<file path="config.mk">
export PLATFORM = sky130hd
export DESIGN_NAME = wdft_ctrl
export DESIGN_NICKNAME = d
export VERILOG_FILES = /design/src/sv/wdft_pkg.sv /design/src/sv/wdft_ctrl.sv
export SDC_FILE = /design/constraint.sdc
export NUM_CORES = 1
export LEC_CHECK = 0
export ABC_AREA = 1
export BUFFER_PORTS_ARGS = -buffer_cell sky130_fd_sc_hd__buf_2
export CORE_AREA = 2 2 191 193
export DETAILED_ROUTE_END_ITERATION = 12
export DIE_AREA = 0 0 193 195
export PLACE_DENSITY_LB_ADDON = 0.12
export SLEW_MARGIN = 20
export SYNTH_ARGS = -nofsm -noshare
export SYNTH_HDL_FRONTEND = slang
export SYNTH_SLANG_ARGS = --single-unit
</file>
<file path="constraint.sdc">
create_clock -name clk -period 20.8 [get_ports clk]
set_input_delay 2.08 -clock clk [delete_from_list [all_inputs] [get_ports clk]]
set_output_delay 2.08 -clock clk [all_outputs]
set_load 0.02 [all_outputs]
</file>
<file path="src/sv/wdft_pkg.sv">
// wdft_pkg: shared types, constants and the sine table function for the windowed dft bank
// no dependencies; used by the controller, datapath, top level and checker by scoped names
package wdft_pkg;

	localparam int MAX_FRAME_DEF       = 1024;
	localparam int MAX_FREQS_DEF       = 64;
	localparam int SINE_INDEX_BITS_DEF = 10;

	localparam int FRAME_LEN_W = 11;
	localparam int HOP_W       = 11;
	localparam int FREQ_CNT_W  = 7;
	localparam int SLOT_W      = 10;
	localparam int SAMPLE_W    = 16;
	localparam int WEIGHT_W    = 16;
	localparam int STEP_W      = 24;
	localparam int FRAME_NUM_W = 16;
	localparam int FREQ_NUM_W  = 6;
	localparam int ACC_W       = 48;
	localparam int TRIG_W      = 16;
	localparam int CFG_IDX_W   = 2;

	typedef enum logic [1:0] {
		CMD_WEIGHT = 2'd0,
		CMD_STEP   = 2'd1,
		CMD_SAMPLE = 2'd2,
		CMD_NONE   = 2'd3
	} cmd_t;

	typedef enum logic [CFG_IDX_W-1:0] {
		REG_FRAME_LEN = 2'd0,
		REG_HOP       = 2'd1,
		REG_FREQ_CNT  = 2'd2,
		REG_UNUSED    = 2'd3
	} reg_idx_t;

	typedef struct packed {
		logic [1:0]                 command;
		logic [SLOT_W-1:0]          slot;
		logic signed [SAMPLE_W-1:0] sample;
		logic [WEIGHT_W-1:0]        weight;
		logic [STEP_W-1:0]          phase_step;
	} in_item_t;

	typedef struct packed {
		logic [FRAME_NUM_W-1:0]  frame_number;
		logic [FREQ_NUM_W-1:0]   freq_number;
		logic signed [ACC_W-1:0] cos_sum;
		logic signed [ACC_W-1:0] sin_sum;
		logic                    last;
	} out_item_t;

	// controller to datapath commands
	typedef struct packed {
		logic clear;
		logic issue;
	} dp_cmd_t;

	// quarter-wave sine in q15, integer taylor series, evaluated at elaboration
	// qbits is log2 of the quarter-wave length
	function automatic logic [TRIG_W-1:0] quarter_sine(input int m, input int qbits);
		logic [127:0] x, x2, term, pos, neg, s;
		int k;
		x = (128'(m) * 128'd3373259426) >> (qbits + 1);
		x2 = (x * x) >> 30;
		term = x;
		pos = x;
		neg = '0;
		for (k = 1; k <= 7; k++) begin
			term = ((term * x2) >> 30) / 128'((2 * k) * (2 * k + 1));
			if ((k & 1) != 0) neg = neg + term;
			else pos = pos + term;
		end
		s = (pos > neg) ? pos - neg : '0;
		s = (s + 128'd16384) >> 15;
		if (s > 128'd32767) s = 128'd32767;
		return s[TRIG_W-1:0];
	endfunction

endpackage

</file>
<file path="src/sv/wdft_ctrl.sv">
// wdft_ctrl: controller; input handling, window and hop counting, tap and frequency sequencing
// depends on wdft_pkg
module wdft_ctrl #(
	parameter int MAX_FRAME = wdft_pkg::MAX_FRAME_DEF,
	parameter int MAX_FREQS = wdft_pkg::MAX_FREQS_DEF,
	localparam int AW = $clog2(MAX_FRAME),
	localparam int FW = (MAX_FREQS > 1) ? $clog2(MAX_FREQS) : 1
) (
	input  logic                                 clk,
	input  logic                                 arst_n,
	input  logic                                 in_valid,
	output logic                                 in_ready,
	input  wdft_pkg::in_item_t                   in_item,
	input  logic [wdft_pkg::FRAME_LEN_W-1:0]     frame_length,
	input  logic [wdft_pkg::HOP_W-1:0]           hop_size,
	input  logic [wdft_pkg::FREQ_CNT_W-1:0]      freq_count,
	output logic                                 weight_we,
	output logic                                 step_we,
	output logic                                 sample_we,
	output logic [AW-1:0]                        wr_ptr,
	output wdft_pkg::dp_cmd_t                    cmd,
	output logic [AW-1:0]                        tap,
	output logic [AW-1:0]                        ring_pos,
	output logic [FW-1:0]                        freq_idx,
	input  logic                                 busy,
	input  logic signed [wdft_pkg::ACC_W-1:0]    cos_acc,
	input  logic signed [wdft_pkg::ACC_W-1:0]    sin_acc,
	output logic                                 out_valid,
	input  logic                                 out_ready,
	output wdft_pkg::out_item_t                  out_item
);
	localparam int CW = AW + 1;
	localparam int NW = FW + 1;

	typedef enum logic [4:0] {
		ST_IDLE  = 5'b00001,
		ST_FETCH = 5'b00010,
		ST_RUN   = 5'b00100,
		ST_DRAIN = 5'b01000,
		ST_OUT   = 5'b10000
	} state_t;

	state_t state_q;
	logic [AW-1:0] wr_ptr_q, start_q, tap_q;
	logic [CW-1:0] fill_q, len_q;
	logic [wdft_pkg::HOP_W-1:0] hop_q;
	logic [wdft_pkg::FRAME_NUM_W-1:0] frame_q;
	logic [FW-1:0] freq_q;
	logic [NW-1:0] nf_q;
	logic out_valid_q;

	// clamp registers into their working ranges
	logic [CW-1:0] len_c;
	logic [wdft_pkg::HOP_W-1:0] hop_c;
	logic [NW-1:0] nf_c;
	always_comb begin
		if (frame_length < 2) len_c = CW'(2);
		else if (13'(frame_length) > 13'(MAX_FRAME)) len_c = CW'(MAX_FRAME);
		else len_c = CW'(frame_length);
		hop_c = (hop_size == '0) ? wdft_pkg::HOP_W'(1) : hop_size;
		if (freq_count == '0) nf_c = NW'(1);
		else if ({1'b0, freq_count} > 8'(MAX_FREQS)) nf_c = NW'(MAX_FREQS);
		else nf_c = NW'(freq_count);
	end

	logic acc;
	wdft_pkg::cmd_t in_cmd;
	assign in_cmd = wdft_pkg::cmd_t'(in_item.command);
	assign in_ready = (state_q == ST_IDLE) && !out_valid_q;
	assign acc = in_valid && in_ready;

	assign weight_we = acc && (in_cmd == wdft_pkg::CMD_WEIGHT)
		&& (13'(in_item.slot) < 13'(MAX_FRAME));
	assign step_we = acc && (in_cmd == wdft_pkg::CMD_STEP)
		&& ({1'b0, in_item.slot} < 11'(MAX_FREQS));
	assign sample_we = acc && (in_cmd == wdft_pkg::CMD_SAMPLE);
	assign wr_ptr = wr_ptr_q;

	// window trigger on this sample
	logic [CW-1:0] fill_n;
	logic [wdft_pkg::HOP_W-1:0] hop_inc;
	logic emit;
	always_comb begin
		fill_n = (fill_q < CW'(MAX_FRAME)) ? fill_q + 1'b1 : fill_q;
		hop_inc = hop_q + 1'b1;
		emit = 1'b0;
		if (fill_n >= len_c) emit = (fill_q < len_c) || (hop_inc >= hop_c);
	end

	logic last_tap;
	assign last_tap = ({1'b0, tap_q} == len_q - 1'b1);

	assign cmd.clear = (state_q == ST_FETCH);
	assign cmd.issue = (state_q == ST_RUN);
	assign tap = tap_q;
	assign ring_pos = start_q + tap_q;
	assign freq_idx = freq_q;

	always_ff @(posedge clk or negedge arst_n) begin
		if (!arst_n) begin
			state_q <= ST_IDLE;
			wr_ptr_q <= '0; fill_q <= '0; hop_q <= '0; frame_q <= '0;
			tap_q <= '0; freq_q <= '0; start_q <= '0; len_q <= '0; nf_q <= '0;
			out_valid_q <= 1'b0;
		end else begin
			// a waiting result leaves; in the output state a new one may replace it
			if (out_valid_q && out_ready && state_q != ST_OUT) out_valid_q <= 1'b0;
			case (state_q)
				ST_IDLE: begin
					if (sample_we) begin
						wr_ptr_q <= wr_ptr_q + 1'b1;
						fill_q <= fill_n;
						if (fill_n >= len_c) hop_q <= emit ? '0 : hop_inc;
						if (emit) begin
							start_q <= wr_ptr_q + 1'b1 - len_c[AW-1:0];
							len_q <= len_c;
							nf_q <= nf_c;
							freq_q <= '0;
							state_q <= ST_FETCH;
						end
					end
				end
				ST_FETCH: begin
					tap_q <= '0;
					state_q <= ST_RUN;
				end
				ST_RUN: begin
					tap_q <= tap_q + 1'b1;
					if (last_tap) state_q <= ST_DRAIN;
				end
				ST_DRAIN: begin
					if (!busy) state_q <= ST_OUT;
				end
				ST_OUT: begin
					if (!out_valid_q || out_ready) begin
						out_valid_q <= 1'b1;
						if ({1'b0, freq_q} == nf_q - 1'b1) begin
							frame_q <= frame_q + 1'b1;
							state_q <= ST_IDLE;
						end else begin
							freq_q <= freq_q + 1'b1;
							state_q <= ST_FETCH;
						end
					end
				end
				default: state_q <= ST_IDLE;
			endcase
		end
	end

	// result register
	always_ff @(posedge clk) begin
		if (state_q == ST_OUT && (!out_valid_q || out_ready)) begin
			out_item.frame_number <= frame_q;
			out_item.freq_number <= wdft_pkg::FREQ_NUM_W'(freq_q);
			out_item.cos_sum <= cos_acc;
			out_item.sin_sum <= sin_acc;
			out_item.last <= ({1'b0, freq_q} == nf_q - 1'b1);
		end
	end
	assign out_valid = out_valid_q;
endmodule

</file>
==> results of run 1 <==
kinds of logic (layout without fill, tap and decap cells):
logic type	Yosys count	count (layout)
fa+ha+maj	60	60
buf+inv	178	511
mux	1	1
simple gates	444	444
flops	217	217
other cells	0	1
compound gates	141	141
xor+xnor	66	66
final cells by class:
type	instances	share of cell area [%]
Sequential cell	217	44.0
Multi-Input combinational cell	712	30.1
Timing Repair Buffer	300	11.0
Clock buffer	30	4.86
Inverter	164	4.50
Tap cell	461	4.21
Clock inverter	17	1.28
Antenna cell	1	0.0183
cells in the final DEF, fill, tap and decap left out, types with 41 or more instances in the layout:
master	instances
nand2_1	224
ha_1	58
o21ai_0	51
xor2_1	47
edfxtp_1	119
inv_1	141
nor2_1	82
buf_2	296
nand3_1	61
dfrtp_1	97
a21oi_1	41
per-layer routing:
| layer | track usage [%] | up-vias | part of all wire (%) |
|---|---|---|---|
| met5 | 0 | - | 0 |
| met4 | 3.79 | 0 | 2.0 |
| met3 | 3.15 | 37 | 7.5 |
| met2 | 27.1 | 263 | 47 |
| met1 | 20.0 | 3877 | 43 |
| li1 | - | 4330 | - |
worst register-to-register path: cells and delay by family (launching register included):
kind / cells / cell delay [ns]
simple gates: 10 / 2.56
flops: 1 / 0.47
xor+xnor: 1 / 0.22
compound gates: 1 / 0.07
fa+ha+maj: 1 / 0.26
buf+inv: 3 / 0.63
synth_stat cells, types with 3 or more instances:
| cell type | instances | share of area [%] |
|---|---|---|
| edfxtp_1 | 119 | 33 |
| nand3_1 | 61 | 2.8 |
| dfrtp_1 | 97 | 22 |
| inv_2 | 21 | 0.73 |
| a31oi_1 | 4 | 0.23 |
| ha_1 | 58 | 6.7 |
| xor2_1 | 47 | 3.8 |
| nor4_1 | 9 | 0.52 |
| o21ai_1 | 32 | 1.5 |
| nor3_1 | 21 | 0.97 |
| buf_2 | 7 | 0.32 |
| o22ai_1 | 3 | 0.17 |
| buf_4 | 3 | 0.21 |
| xnor2_1 | 18 | 1.5 |
| nor2_1 | 83 | 2.9 |
| nand2_2 | 3 | 0.17 |
| nand4_1 | 20 | 1.2 |
| or2_2 | 3 | 0.17 |
| o21a_1 | 3 | 0.21 |
| nand2_1 | 224 | 7.8 |
| inv_1 | 141 | 4.9 |
| a21oi_1 | 41 | 1.9 |
| o21ai_0 | 51 | 2.4 |
| nor2_4 | 3 | 0.31 |
final timing paths:
path	endpoint
max in group asynchronous	start_q[1]
worst min-delay path	out_item[114]
worst max-delay path	sample_we
worst min register to register	out_item[114]
min in group asynchronous	frame_q[10]
worst max register to register	start_q[7]
power breakdown:
group	leakage, nW	total (mW)	internal [mW]	switching, mW
sequential	2.29	0.578	0.517	0.0611
combinational	3.73	0.508	0.191	0.317
clock	0.409	0.449	0.267	0.182
flip-flops by register name, summed over array words and instances (netlist names):
register / flops
out_item: 119
frame_q: 16
fill_q: 11
hop_q: 11
len_q: 11
start_q: 10
tap: 10
wr_ptr: 10
nf_q: 7
freq_idx: 6
state_q: 5
out_valid: 1
==> summary.txt, run 1 <==
Routing
  – Initial DRC Count: 350
  – Drt pass-1 iters: 4
  – Final WL: 30400 um
  – Via density: 4.47
  – DR WL/cell: 16.0 um
  – Routed Antenna Nets: 0
  – DRC errors left: 0
  – Vias after detailed routing: 8507

Timing
  – Final setup vio count: 0
  – Tcrit/Tclk final: 26.7%
  – Slew at the pin with the worst max-slew slack: 1.07 ns
  – Crit path time final: 5.55 ns
  – RSZ-0062 raised after global routing: false
  – Final hold violation count: 0
  – Slew headroom: 28.4%
  – Post-route setup slack: 15.25 ns
  – Upper clock frequency limit: 0.180 GHz
  – Clk_skew: 0.0200 ns
  – Max-slew violation count: 0
  – Hold slack final: 0.482 ns
  – Setup TNS: 0 ns

Worst setup path
  – CP max FO: 25
  – Crit path from: in_valid
  – Slowest CP cell: inv_2
  – Crit path DAT: 3.47 ns
  – Worst R2R Setup Slack: 16.45 ns
  – Crit-path most repeated cell: buf_2
  – Worst path cell trace: buf_2, nor3b_4, nand3_4, inv_2, buf_2
  – Crit end category: output pin
  – CP Launch Type: input pin
  – CP delay by family, top: buffers and inverters
  – Crit. path cell count: 5
  – CP peak stage delay: 0.44 ns
  – Critical path class: input pin to output pin
  – Crit path buffers/inverters: 3
  – Data required, critical path: 18.72 ns
  – Worst reg-to-reg path cell count: 16
  – R2r startpoint: fill_q[10]

Place
  – Dpl cell area: 0.0129 sq mm
  – Dpl cells: 1854
  – RePlAce Congestion: 0.814
  – I/O Buffers: 297
  – Hpwl dp: 23800 um
  – Dpl ws: 14.90 ns

Clock network
  – CTS Buf Count: 26
  – # Post-CTS Setup Buffers: 0
  – Root buf cell: clkbuf_16
  – Clk buf depth: 3
  – CTS tree: built
  – Number of clock sinks: 217
  – Post-CTS Hold Fix Bufs: 0
  – Reg clk slew, reported paths: 0.06 ns
  – Worst-Skew Late Latency: 0.54 ns
  – H-Tree Level Count: 1
  – Post-cts sizing count: 0

Logic synthesis
  – Main combinational cell family by area after synthesis: simple AND/OR/NAND/NOR gates
  – Multiplexer area fraction after synthesis: 0.0923%
  – Post-Synth XOR/XNOR Area: 5.46%
  – #FFs+latches synth: 217
  – Syn Area/Cell: 9.80 sq um
  – Most used DFF post-synth: edfxtp_1
  – Asr flop ratio synth: 45.2%
  – Post-synthesis cell area: 0.0108 sq mm
  – Netlist cell types: 51
  – Post-synthesis simple-gate area fraction: 18.5%
  – EDFF count, synth: 119
  – Cells after Synth: 1107
  – Seq/Total Area, Yosys: 55.6%
  – Yosys warning total: 0
  – Syn nets: 1365
  – Synth Area in Compound Gates: 6.86%
  – Post-synthesis adder-cell area fraction: 7.06%

Floorplan
  – Ports: 360
  – Num rows: 69
  – Die Width: 193 um
  – Full die area: 0.0376 sq mm
  – Initial Util: 30.6%
  – Core ar.: 0.0354 sq mm
  – Die Y: 195 um

Layout
  – Share of cells above drive strength 1: 26.5%
  – Fin area: 0.0137 sq mm
  – Syn-to-layout area delta: 26.3%
  – Multi-input gate area: 0.00412 sq mm
  – Final core occ: 38.7%
  – Total area of sequential cells: 0.00603 sq mm
  – Final #Nets: 1679
  – Filler cell count: 3659
  – Non-filler instance count after layout: 1902

Hold path
  – Worst Hold Depth: 0
  – Worst hold start: frame_q[11]
  – Worst Hold Class: flop to flop

Pwr
  – Max VDD drop: 53.8 uV
  – Final Power: 1.53 mW
  – PwrDens: 112 mW/mm^2
  – P_leak: 6.43 nW

Global route
  – Initial antenna violation count: 3
  – Largest net degree at the start of global routing: 86
  – GR Util All Layers: 15.7%
  – Total gr overflow: 0
  – First-pass GRT wire length: 45900 um
  – Vias in the first global route: 8149

Flow run
  – Number of max-cap violations: 0

Run status
  – Status: finished, final reports clean
No activity file was read; power rests on OpenSTA's default activity.
==> run 2, diff against run 1 <==
- clock period: 20.8 -> 4.55 ns (I/O delays scaled with it)
==> run 2 against run 1 <==
  * Count of clock-buffer cells in the layout rose by 1
  * Wire length rose by 1.4%
  * Core utilization rose by 0.21 points
  * Critical endpoint is now start_q[7]
  * Critical path type is now flop to flop
  * Sequential power rose to 4.6 times the previous value
==> summary.txt, run 2 (synthesized netlist as in run 1, its figures left out) <==
Run status
  – Status: finished, final reports clean

Routing
  – Routed Antenna Nets: 0 (unchanged)
  – DR WL/cell: 16.2 um (+1.1%)
  – DRC errors left: 0 (unchanged)
  – Drt pass-1 iters: 4 (unchanged)
  – Vias after detailed routing: 8607 (+1.2%)
  – Via density: 4.51 (+0.91%)
  – Final WL: 30900 um (+1.4%)
  – Initial DRC Count: 363 (+3.7%)

Worst setup path
  – FF-to-FF End: start_q[7]
  – CP peak stage delay: 0.41 ns (-0.03 ns)
  – Worst path cell trace: ha_1, nand2_1, nor2_1, inv_1, nor2_1, nand3_1, xor2_1, ha_1, a21oi_1, o21a_1, nand3_1, nor2_1, nor2_4, nand2_2, clkinv_2, or2_2, o21ai_1, inv_1
  – Worst R2R Setup Slack: 0.90 ns (-15.55 ns)
  – Worst reg-to-reg path cell count: 18 (+2)
  – Crit-path most repeated cell: nor2_1
  – CP max FO: 11 (-56%)
  – Critical path class: flop to flop
  – CP delay by family, top: simple AND/OR/NAND/NOR gates
  – Crit end category: flop
  – Data required, critical path: 4.99 ns (-13.73 ns)
  – Slowest CP cell: dfrtp_1
  – R2r startpoint: fill_q[0]
  – CP Launch Type: flop
  – Crit path buffers/inverters: 3 (unchanged)
  – Crit path from: fill_q[0]
  – Crit path DAT: 4.09 ns (+0.62 ns)

Place
  – Dpl cells: 1857 (+0.16%)
  – I/O Buffers: 297 (unchanged)
  – RePlAce Congestion: 0.811 (-0.34%)
  – Hpwl dp: 24200 um (+1.6%)

Floorplan
  – Ports: 360 (unchanged)
  – Full die area: 0.0376 sq mm (unchanged)
  – Initial Util: 30.6% (unchanged)
  – Die Y: 195 um (unchanged)
  – Num rows: 69 (unchanged)
  – Die Width: 193 um (unchanged)
  – Core ar.: 0.0354 sq mm (unchanged)

Clock network
  – Clk buf depth: 3 (unchanged)
  – CTS tree: built
  – Root buf cell: clkbuf_16
  – Post-CTS Hold Fix Bufs: 0 (unchanged)
  – Post-cts sizing count: 0 (unchanged)
  – Number of clock sinks: 217 (unchanged)
  – Worst-Skew Late Latency: 0.55 ns (about the same)
  – Reg clk slew, reported paths: 0.06 ns (about the same)
  – H-Tree Level Count: 1 (unchanged)
  – CTS Buf Count: 26 (unchanged)
  – # Post-CTS Setup Buffers: 0 (unchanged)

Timing
  – Max-slew violation count: 0 (unchanged)
  – Slew at the pin with the worst max-slew slack: 0.906 ns (-0.168 ns)
  – Clk_skew: 0.0169 ns (-0.00312 ns)
  – Setup TNS: 0 ns (unchanged)
  – RSZ-0062 raised after global routing: false
  – Hold slack final: 0.0238 ns (-0.458 ns)
  – Crit path time final: 3.65 ns
  – Tcrit/Tclk final: 80.3%
  – Final setup vio count: 0 (unchanged)
  – Final hold violation count: 0 (unchanged)
  – Slew headroom: 39.6% (+11 points)
  – Upper clock frequency limit: 0.274 GHz

Pwr
  – Max VDD drop: 306 uV (+470%)
  – P_leak: 6.45 nW (+0.25%)
  – PwrDens: 513 mW/mm^2 (+360%)

Global route
  – Vias in the first global route: 8415 (+3.3%)
  – GR Util All Layers: 16.1% (+0.41 points)
  – Total gr overflow: 0 (unchanged)
  – Initial antenna violation count: 1 (-2)
  – First-pass GRT wire length: 47000 um (+2.3%)
  – Largest net degree at the start of global routing: 112 (+30%)

Layout
  – Leading cell type in the layout, fill and taps excluded: buf_2
  – Final #Nets: 1682 (+0.18%)
  – Filler cell count: 3634 (-0.68%)
  – Share of cells above drive strength 1: 27.0% (+0.55 points)
  – Non-filler instance count after layout: 1907 (+0.26%)
  – Biggest register: out_item
  – Commonest cells after routing, fill and taps aside: buf_2, nand2_1, inv_1, edfxtp_1, dfrtp_1
  – Max reg flops: 119 (unchanged)
  – Syn-to-layout area delta: 27.0%
  – Largest registers: out_item: 119 flops, frame_q: 16 flops

Flow run
  – Number of max-cap violations: 0 (unchanged)

Hold path
  – Worst Hold Class: input pin to asynchronous set/reset pin
run 2: cell count changes in the layout (fill, tap and decap cells not counted), sizes merged:
cell | previous run | this run
clkbuf | 30 | 31
inv | 163 | 164
clkinv | 13 | 8
diode | 1 | 2
bufinv | 3 | 2
buf | 300 | 303
clkinvlp | 2 | 7
run 2: worst reg2reg max path, delay by kind of cell (launching register included):
| family | cells | cell delay (ns) |
|---|---|---|
| AND/OR/NAND/NOR | 9 | 1.69 |
| AO/OA/AOI/OAI | 3 | 0.33 |
| flip-flops | 1 | 0.41 |
| buffers and inverters | 3 | 0.38 |
| XOR/XNOR | 1 | 0.24 |
| adder cells (fa/ha/maj) | 2 | 0.49 |
run 2: cell type report:
cell class	count	area [sq um]	share of cell area (%)
flip-flops and latches	217	6030	43.8
clock buffers	31	689	5.01
multi-input cells	712	4120	29.9
clock inverters	17	175	1.27
inverters	164	617	4.48
well taps	461	577	4.19
diodes	2	5.00	0.0363
repair buffers	303	1560	11.3
run 2: layer usage:
metal / wire length, um / track usage (%) / vias up
li1: - / - / 4344
met4: 657 / 4.52 / 0
met3: 2270 / 3.18 / 32
met2: 14900 / 28.6 / 251
met1: 13000 / 19.6 / 3980
met5: 0 / 0 / -
run 2: stage by stage:
stage	util [%]	cell area, sq um	setup slack (ns)	total power, mW
after floorplan	-	10900	1.08	4.36
after global placement	36.4	12900	0.805	5.01
after detailed placement	36.4	12900	0.770	5.04
after CTS	38.9	13800	0.882	7.18
after global routing	38.9	13800	0.606	7.61
final	38.9	13800	0.898	7.06
run 2: worst max-delay path by stage:
stage | end | slack [ns] | depth (start not counted)
2_1_floorplan | frame_q[7] | 1.08 | 6
3_3_place_gp | start_q[7] | 0.80 | 17
3_5_place_dp | start_q[7] | 0.77 | 17
4_1_cts | start_q[7] | 0.88 | 18
5_1_grt | start_q[2] | 0.61 | 19
6_report | start_q[7] | 0.90 | 18
run 2: where the power goes:
group	internal [mW]	switching, mW	total [mW]	leakage, nW
Combinational	0.876	1.45	2.32	3.75
Clock	1.21	0.881	2.09	0.403
Sequential	2.36	0.282	2.64	2.29
==> run 3, diff against run 2 <==
- clock period: 4.55 -> 3.2 ns (I/O delays scaled with it)
==> run 3 against run 2 <==
  * Core utilization rose by 3.6 points
  * Combinational power rose by 57%
  * Clock power rose by 39%
  * Design area rose by 9.2%
  * Cell count rose by 6.5%
  * Register-to-register slack got worse by 0.64 ns
  * Sequential share of layout area fell by 3.7 points
  * Sequential power rose by 42%
  * Worst setup slack got worse by 0.64 ns
  * Critical path depth rose by 1
  * Count of clock-buffer cells in the layout rose by 2
==> summary.txt, run 3 (synthesized netlist as in run 1, its figures left out) <==
Run status
  – Status: finished, final reports clean

Flow run
  – Number of max-cap violations: 0 (unchanged)

Worst setup path
  – Slowest CP cell: dfrtp_1
  – Crit path buffers/inverters: 5 (+2)
  – CP delay by family, top: simple AND/OR/NAND/NOR gates
  – Crit end category: flop
  – Crit-path most repeated cell: nand2_1
  – Data required, critical path: 3.62 ns (-1.37 ns)
  – CP Launch Type: flop
  – CP max FO: 10 (-1)
  – CP peak stage delay: 0.38 ns (-0.03 ns)
  – Critical path class: flop to flop
  – Crit path DAT: 3.36 ns (-0.73 ns)
  – Worst path cell trace: ha_1, nand2_1, nor2_1, inv_1, nor2_2, nand3_1, xor2_1, ha_1, nand2_1, nor4_2, nor2_1, buf_4, nor2_4, nand2_2, inv_4, buf_4, nand2_1, o21ai_1, inv_2

Routing
  – Initial DRC Count: 324 (-11%)
  – DRC errors left: 0 (unchanged)
  – Vias after detailed routing: 9008 (+4.7%)
  – Drt pass-1 iters: 5 (+1)
  – Routed Antenna Nets: 0 (unchanged)
  – Via density: 4.44 (-1.7%)
  – DR WL/cell: 15.4 um (-4.9%)
  – Final WL: 31300 um (+1.3%)

Place
  – I/O Buffers: 297 (unchanged)
  – Hpwl dp: 24500 um (+1.3%)
  – RePlAce Congestion: 0.814 (+0.36%)
  – Dpl ws: 0.0480 ns (-0.722 ns)

Clock network
  – Clk buf depth: 3 (unchanged)
  – CTS tree: built
  – Number of clock sinks: 217 (unchanged)
  – Root buf cell: clkbuf_16
  – CTS Buf Count: 25 (-3.8%)
  – H-Tree Level Count: 1 (unchanged)
  – Worst-Skew Late Latency: 0.53 ns (-0.02 ns)
  – Reg clk slew, reported paths: 0.06 ns (about the same)

Layout
  – Final #Nets: 1809 (+7.6%)
  – Commonest cells after routing, fill and taps aside: buf_2, nand2_1, inv_1, edfxtp_1
  – Filler cell count: 3471 (-4.5%)
  – Share of cells above drive strength 1: 27.3% (+0.32 points)
  – Biggest register: out_item
  – Leading cell type in the layout, fill and taps excluded: buf_2
  – Largest registers: out_item: 119 flops, frame_q: 16 flops
  – Final core occ: 42.5% (+3.6 points)
  – Syn-to-layout area delta: 38.7%
  – Max reg flops: 119 (unchanged)
  – Number of antenna diodes: 0 (-2)

Timing
  – Setup TNS: 0 ns (unchanged)
  – Final hold violation count: 0 (unchanged)
  – RSZ-0062 raised after global routing: true
  – Slew headroom: 53.9% (+14 points)
  – Upper clock frequency limit: 0.340 GHz (+24%)
  – Post-route setup slack: 0.255 ns (-0.643 ns)
  – Final setup vio count: 0 (unchanged)
  – Clk_skew: 0.0103 ns (-0.00667 ns)
  – Tcrit/Tclk final: 92.0% (+12 points)
  – Slew at the pin with the worst max-slew slack: 0.692 ns (-0.214 ns)
  – Max-slew violation count: 0 (unchanged)
  – Crit path time final: 2.95 ns (-0.707 ns)

Global route
  – Total gr overflow: 0 (unchanged)
  – Initial antenna violation count: 0 (-1)
  – Met1 Resource Use GR: 20.1% (+0.47 points)
  – Largest net degree at the start of global routing: 88 (-21%)
  – First-pass GRT wire length: 47700 um (+1.4%)
  – Busiest grt layer: met2
  – Vias in the first global route: 8882 (+5.5%)
  – GR Util All Layers: 16.1% (+0.024 points)
  – Met2 usage: 28.8% (+0.20 points)
  – Met3 usage: 2.80% (-0.38 points)

Floorplan
  – Num rows: 69 (unchanged)
  – Initial Util: 30.6% (unchanged)
  – Die Width: 193 um (unchanged)
  – Full die area: 0.0376 sq mm (unchanged)
  – Die Y: 195 um (unchanged)
  – Core ar.: 0.0354 sq mm (unchanged)
  – Ports: 360 (unchanged)

Hold path
  – Worst Hold Class: input pin to flop

Pwr
  – Max VDD drop: 383 uV (+25%)
  – PwrDens: 684 mW/mm^2 (+33%)
  – P_leak: 7.01 nW (+8.7%)
[run 3: final cells by class]
cell class	count	area (sq um)	share of cell area [%]
flip-flops and latches	217	6030	40.1
multi-input cells	713	4240	28.2
repair buffers	430	2750	18.3
clock buffers	33	656	4.36
inverters	164	618	4.11
well taps	461	577	3.83
clock inverters	13	169	1.12
[run 3: path summary, 6_finish.rpt]
path	startpoint	to	slack, ns	cells after the start
setup / recovery	fill_q[1]	start_q[0]	0.25	19
hold / removal	busy	state_q[3]	0.07	3
setup reg to reg	fill_q[1]	start_q[0]	0.25	19
hold reg to reg	frame_q[2]	out_item[105]	0.48	0
max in group asynchronous	arst_n	state_q[0]	2.03	3
min in group asynchronous	arst_n	hop_q[1]	0.36	2
[run 3: per-layer routing]
metal	vias to the layer above	part of all wire [%]
met5	-	0
met4	0	1.5
met3	28	6.4
met2	244	49
met1	4138	43
li1	4598	-
[run 3: repair_timing]
| action | CTS | global route |
|---|---|---|
| buffers inserted | 0 | 2 |
| resized for setup | 0 | 26 |
| hold buffers | 97 | 0 |
| hold endpoints to repair | 142 | 0 |
| endpoints found under the setup margin | 0 | 50 |
[run 3: tightest hold or removal path, cell delays in order]
cell and delay (ns):
buf_2 0.11, nand2_1 0.07, nand2_1 0.06
[run 3: per-stage QoR]
step	power, mW	hold slack, ns	instances	area, sq um
after floorplan	6.20	0.0244	1107	10900
after global placement	7.20	0.415	1885	13100
after detailed placement	7.25	0.414	1885	13100
after CTS	10.3	0.0522	2028	14900
after global routing	11.1	0.0680	2031	15000
final	10.3	0.0730	2031	15000
[run 3: report_power, final]
part | leakage, nW | switching [mW] | internal (mW)
logic | 4.32 | 2.20 | 1.44
clock network | 0.393 | 1.13 | 1.76
registers | 2.29 | 0.381 | 3.36
